## config.mk

```make
export PLATFORM = sky130hd
export DESIGN_NAME = wlsv_ctrl
export DESIGN_NICKNAME = d
export VERILOG_FILES = /design/src/sv/wlsv_pkg.sv /design/src/sv/wlsv_ctrl.sv
export SDC_FILE = /design/constraint.sdc
export NUM_CORES = 1
export LEC_CHECK = 0
export BUFFER_PORTS_ARGS = -buffer_cell sky130_fd_sc_hd__buf_2
export CAP_MARGIN = 5
export CORE_AREA = 2 2 43 75
export DETAILED_ROUTE_END_ITERATION = 7
export DIE_AREA = 0 0 45 77
export SLEW_MARGIN = 10
export SYNTH_ARGS = -nofsm -noshare
export SYNTH_HDL_FRONTEND = slang
export SYNTH_SLANG_ARGS = --single-unit
```

## constraint.sdc

```tcl
create_clock -name clk -period 4.5 [get_ports clk]
set_input_delay 1.35 -clock clk [delete_from_list [all_inputs] [get_ports clk]]
set_output_delay 1.35 -clock clk [all_outputs]
set_load 0.005 [all_outputs]
```

## src/sv/wlsv_pkg.sv

```systemverilog
// shared types and constants of the window least-squares velocity block
`timescale 1ns / 1ps
`default_nettype none

package wlsv_pkg;

    // default geometry
    localparam int STRIPS_DEF = 16;
    localparam int WINDOW_DEF = 8;

    // register reset values
    localparam logic [15:0] FRAME_PERIOD_RESET = 16'd25000;
    localparam logic [14:0] V_MAX_RESET        = 15'd3000;

    // configuration register indexes
    localparam logic [1:0] CFG_FRAME_PERIOD = 2'd0;
    localparam logic [1:0] CFG_V_MAX        = 2'd1;

    // result status codes
    localparam logic [1:0] ST_OK   = 2'd0;
    localparam logic [1:0] ST_FEW  = 2'd1;
    localparam logic [1:0] ST_OVER = 2'd2;

    // how the result of an item is formed
    typedef enum logic [1:0] {
        RES_FAIL,
        RES_OVER,
        RES_FIT
    } res_code_t;

    // commands from controller to datapath
    typedef struct packed {
        logic      clear_wr;
        logic      start;
        logic      rd_en;
        logic      load_new;
        logic      calc1;
        logic      calc2;
        logic      calc3;
        logic      judge;
        logic      div_mul;
        logic      div_sub;
        logic [1:0] div_shift;
        logic      out_load;
        res_code_t code;
    } cmd_t;

    // status from datapath to controller
    typedef struct packed {
        logic clear_last;
        logic in_range;
        logic fail;
        logic big;
        logic out_free;
    } dp_status_t;

endpackage

`default_nettype wire

```

## src/sv/wlsv_ctrl.sv

```systemverilog
// controller: sequences clear sweep, window shift, sums, products and division
`timescale 1ns / 1ps
`default_nettype none

module wlsv_ctrl #(
    parameter int WINDOW = 8
) (
    input  wire                         clk,
    input  wire                         rst_n,
    input  wire                         s_tvalid,
    output logic                        s_tready,
    input  wlsv_pkg::dp_status_t        st,
    output wlsv_pkg::cmd_t              cmd,
    output logic [$clog2(WINDOW)-1:0]   k_idx
);
    import wlsv_pkg::*;

    localparam int JW = $clog2(WINDOW);

    typedef enum logic [3:0] {
        S_CLEAR,
        S_IDLE,
        S_CHECK,
        S_SHIFT,
        S_LOAD,
        S_DRAIN,
        S_CALC1,
        S_CALC2,
        S_CALC3,
        S_JUDGE,
        S_DIV,
        S_FIN
    } state_t;

    state_t    state_reg, state_next;
    logic [JW-1:0] k_reg, k_next;
    logic [2:0]    cnt_reg, cnt_next;
    logic [2:0]    sub_reg, sub_next;
    res_code_t     code_reg, code_next;

    assign s_tready = (state_reg == S_IDLE);
    assign k_idx    = k_reg;

    // next state and commands
    always_comb
    begin
        state_next = state_reg;
        k_next     = k_reg;
        cnt_next   = cnt_reg;
        sub_next   = sub_reg;
        code_next  = code_reg;
        cmd        = '0;
        cmd.code   = code_reg;
        unique case (state_reg)
            S_CLEAR:
            begin
                cmd.clear_wr = 1'b1;
                if (st.clear_last)
                begin
                    state_next = S_IDLE;
                end
            end
            S_IDLE:
            begin
                if (s_tvalid)
                begin
                    cmd.start  = 1'b1;
                    state_next = S_CHECK;
                end
            end
            S_CHECK:
            begin
                k_next = '0;
                if (st.in_range)
                begin
                    state_next = S_SHIFT;
                end
                else
                begin
                    code_next  = RES_FAIL;
                    state_next = S_FIN;
                end
            end
            S_SHIFT:
            begin
                cmd.rd_en = 1'b1;
                if (k_reg == JW'(WINDOW - 2))
                begin
                    state_next = S_LOAD;
                end
                else
                begin
                    k_next = k_reg + JW'(1);
                end
            end
            S_LOAD:
            begin
                cmd.load_new = 1'b1;
                cnt_next     = '0;
                state_next   = S_DRAIN;
            end
            S_DRAIN:
            begin
                cnt_next = cnt_reg + 3'd1;
                if (cnt_reg == 3'd3)
                begin
                    state_next = S_CALC1;
                end
            end
            S_CALC1:
            begin
                cmd.calc1  = 1'b1;
                state_next = S_CALC2;
            end
            S_CALC2:
            begin
                cmd.calc2  = 1'b1;
                state_next = S_CALC3;
            end
            S_CALC3:
            begin
                cmd.calc3  = 1'b1;
                state_next = S_JUDGE;
            end
            S_JUDGE:
            begin
                cmd.judge = 1'b1;
                cnt_next  = '0;
                sub_next  = '0;
                if (st.fail)
                begin
                    code_next  = RES_FAIL;
                    state_next = S_FIN;
                end
                else if (st.big)
                begin
                    code_next  = RES_OVER;
                    state_next = S_FIN;
                end
                else
                begin
                    code_next  = RES_FIT;
                    state_next = S_DIV;
                end
            end
            S_DIV:
            begin
                if (sub_reg == 3'd0)
                begin
                    cmd.div_mul = 1'b1;
                    sub_next    = 3'd1;
                end
                else
                begin
                    cmd.div_sub   = 1'b1;
                    cmd.div_shift = 2'(3'd4 - sub_reg);
                    if (sub_reg == 3'd4)
                    begin
                        sub_next = 3'd0;
                        cnt_next = cnt_reg + 3'd1;
                        if (cnt_reg == 3'd5)
                        begin
                            state_next = S_FIN;
                        end
                    end
                    else
                    begin
                        sub_next = sub_reg + 3'd1;
                    end
                end
            end
            S_FIN:
            begin
                if (st.out_free)
                begin
                    cmd.out_load = 1'b1;
                    state_next   = S_IDLE;
                end
            end
            default:
            begin
                state_next = S_IDLE;
            end
        endcase
    end

    // state and counters
    always_ff @(posedge clk or negedge rst_n)
    begin
        if (!rst_n)
        begin
            state_reg <= S_CLEAR;
            k_reg     <= '0;
            cnt_reg   <= '0;
            sub_reg   <= '0;
            code_reg  <= RES_FAIL;
        end
        else
        begin
            state_reg <= state_next;
            k_reg     <= k_next;
            cnt_reg   <= cnt_next;
            sub_reg   <= sub_next;
            code_reg  <= code_next;
        end
    end

endmodule

`default_nettype wire

```

==> results.yml <==
status:
  outcome: "complete, no violations"
sta:
  setup_tns_ps: 0
  fin_crit_ps: 3160
  drv_slew: 0
  hold_viol: 0
  fin_hold_ws_ps: 518
  rsz0062_at_grt: "no"
  period_share_pct: 70.3
  finalSetupViolCount: 0
  fin_worst_skew_ps: 2.19
  slew_headroom_pct: 52.1
  tightest_slew_ps: 718
  clock.fmax_mhz: 316
die:
  row_count: 26
  core_mm2: 0.00286
  initial_core_util_pct: 38.2
  fp.dieH_um: 77
  die_w_um: 45
  io_pins: 27
  fp.dieArea_mm2: 0.00347
critical_path:
  startpoint_type: "flip-flop"
  slowest_stage: "dfrtp_1"
  max_stage_delay_ps: 810
  crit_path_cell_trace: "and2b_2, and3_1, and2_1, buf_2"
  cp_data_required_time_ps: 3150
  crit_arrival_ps: 1810
  crit_fanout: 24
  cp_top_family: "flip-flops"
  worstSetupEndpointType: "output port"
  critical_path_class: "flip-flop to output port"
  crit_buf_inv: 1
power:
  p_leak_nw: 0.622
  powerDensity_mw_per_mm2: 659
  ir_worst_vdd_mv: 0.276
cells_and_area:
  final_cell_mix: "26 x buf_2, 16 x nand2_1, 15 x dfrtp_1"
  largest_register_ffs: 4
  drive_gt1_share_pct: 21.7
  final_common_cell: "buf_2"
  area_delta_synth_final_pct: 14.9
  fill_cells: 312
  num-nets-final: 168
  antennaDiodeCount: 0
clocking:
  cts_buffers: 3
  htreeDepth: 1
  hold_buffers: 0
  root_buffer: "clkbuf_8"
  clkLatencyLatePin_ps: 260
  clkSinkCount: 15
  cts_resized: 0
  cts_tree: "yes"
  cts.clk_slew.worst_paths_ps: 60
  post_cts_buffers: 0
  clockBufferDepth: 2
yosys:
  ys_ff_latch: 15
  synth.yosys.seq_area_share_pct: 34.3
  synth_area_leaders: "dfrtp_1 34%, ha_1 8.0%, nand2_1 5.5%, nor2_1 3.8%, a31oi_1 3.4%"
  synthCells: 130
  yosysTopAreaCell: "dfrtp_1"
  yosys_warnings: 0
  syn_nets: 145
  synthDistinctLibCells: 41
  syn_area_mm2: 0.00109
  yosysTopAreaCellShare_pct: 34.3
  syn_area_per_cell_um2: 8.42
grt:
  grt_pass1_vias: 913
  grt_max_degree: 25
  grt_pass1_wl_um: 4200
  antenna_found_initial: 0
  track_usage_pct: 16.3
  grt_overflow: 0
drt:
  wire_per_inst_um: 14.9
  dr.pass1.iters: 4
  totalWireLength_um: 2680
  drtIter0Drc: 38
  via_per_inst: 5.72
  vias: 1030
  drcViolationCount: 0
  final_antenna_net_count: 0
placed_design:
  place_congestion: 0.854
  hpwl_um: 1930
  port_buffers: 26
run:
  cap_viol_max_count: 0
min_path:
  hp-class: "flip-flop to flip-flop"
-- through the flow --
| step | total power (W) | util, % | setup WS, ps | area (µm²) | instances |
|---|---|---|---|---|---|
| detailed placement | 0.000716 | 42.4 | 1400 | 1210 | 176 |
| CTS | 0.000834 | 43.9 | 1360 | 1260 | 180 |
| global placement | 0.000703 | 42.4 | 1400 | 1210 | 176 |
| floorplan | 0.000604 | - | 1620 | 1090 | 130 |
| finish | 0.000829 | 43.9 | 1340 | 1260 | 180 |
| global route | 0.000900 | 43.9 | 1240 | 1260 | 180 |
-- final cells by class --
type | instances | area (µm²) | area share, %
timing repair buffer | 26 | 130 | 10.3
multi-input combinational | 99 | 642 | 51.0
sequential | 15 | 375 | 29.9
tap | 28 | 35.0 | 2.79
clock buffer | 4 | 45.0 | 3.58
inverter | 8 | 30.0 | 2.39
-- kinds of logic (layout without fill, tap and decap cells) --
kind of cell | after synthesis | count (layout) | share of synthesized area, %
AO/OA/AOI/OAI | 29 | 29 | 18.9
XOR/XNOR | 1 | 1 | 0.800
adder cells (fa/ha/maj) | 7 | 7 | 8.00
buffers and inverters | 16 | 38 | 7.09
flip-flops | 15 | 15 | 34.3
multiplexers | 1 | 1 | 0.914
AND/OR/NAND/NOR | 61 | 61 | 30.1
-- synth_stat cells, drive strengths merged --
master	n
clkbuf	3
nand2	16
and3	3
mux2i	1
o21ai	7
o32ai	2
dfrtp	15
a41oi	1
a31oi	6
o31a	1
nand4b	1
or4	1
nor2	11
buf	5
o22ai	3
a32oi	1
nor4bb	1
and2b	2
nand4	1
a21oi	4
nor4b	1
and3b	1
nor3	6
o211ai	1
and2	2
or2	1
a2bb2oi	1
a21boi	1
and4bb	1
inv	8
a211o	1
nand3	3
ha	7
nand2b	5
nor2b	3
nor4	2
xor2	1
-- where the power goes --
| group | switching [W] | internal [W] | leakage, nW | total (W) |
|---|---|---|---|---|
| Combinational | 0.000222 | 0.000191 | 0.407 | 0.000413 |
| Clock | 0.0000521 | 0.0000629 | 0.0228 | 0.000115 |
| Sequential | 0.000114 | 0.000187 | 0.192 | 0.000300 |
| Total | 0.000388 | 0.000441 | 0.622 | 0.000829 |
-- path summary, 6_finish.rpt --
kind                                          start                  endpoint  slack, ps  cells past startpoint
hold / removal               cnt_reg[0]$_DFFE_PN0P_    cnt_reg[0]$_DFFE_PN0P_        520                      1
max in group asynchronous                     rst_n      k_idx[0]$_DFFE_PN0P_       3240                      1
setup / recovery           state_reg[1]$_DFFE_PN0P_                    cmd[3]       1340                      4
setup reg to reg           state_reg[1]$_DFFE_PN0P_  state_reg[3]$_DFFE_PN0P_       2560                      4
min in group asynchronous                     rst_n  state_reg[0]$_DFFE_PN0P_       1000                      1
hold reg to reg              cnt_reg[0]$_DFFE_PN0P_    cnt_reg[0]$_DFFE_PN0P_        520                      1
-- per-layer routing --
layer / vias up / share of wire [%] / global-route usage (%)
met4: 0 / 2.9 / 9.71
met3: 8 / 4.5 / 2.82
li1: 506 / - / -
met5: - / 0 / 0
met2: 29 / 50 / 25.0
met1: 487 / 42 / 20.4
Power figures use the tool's default switching activity.
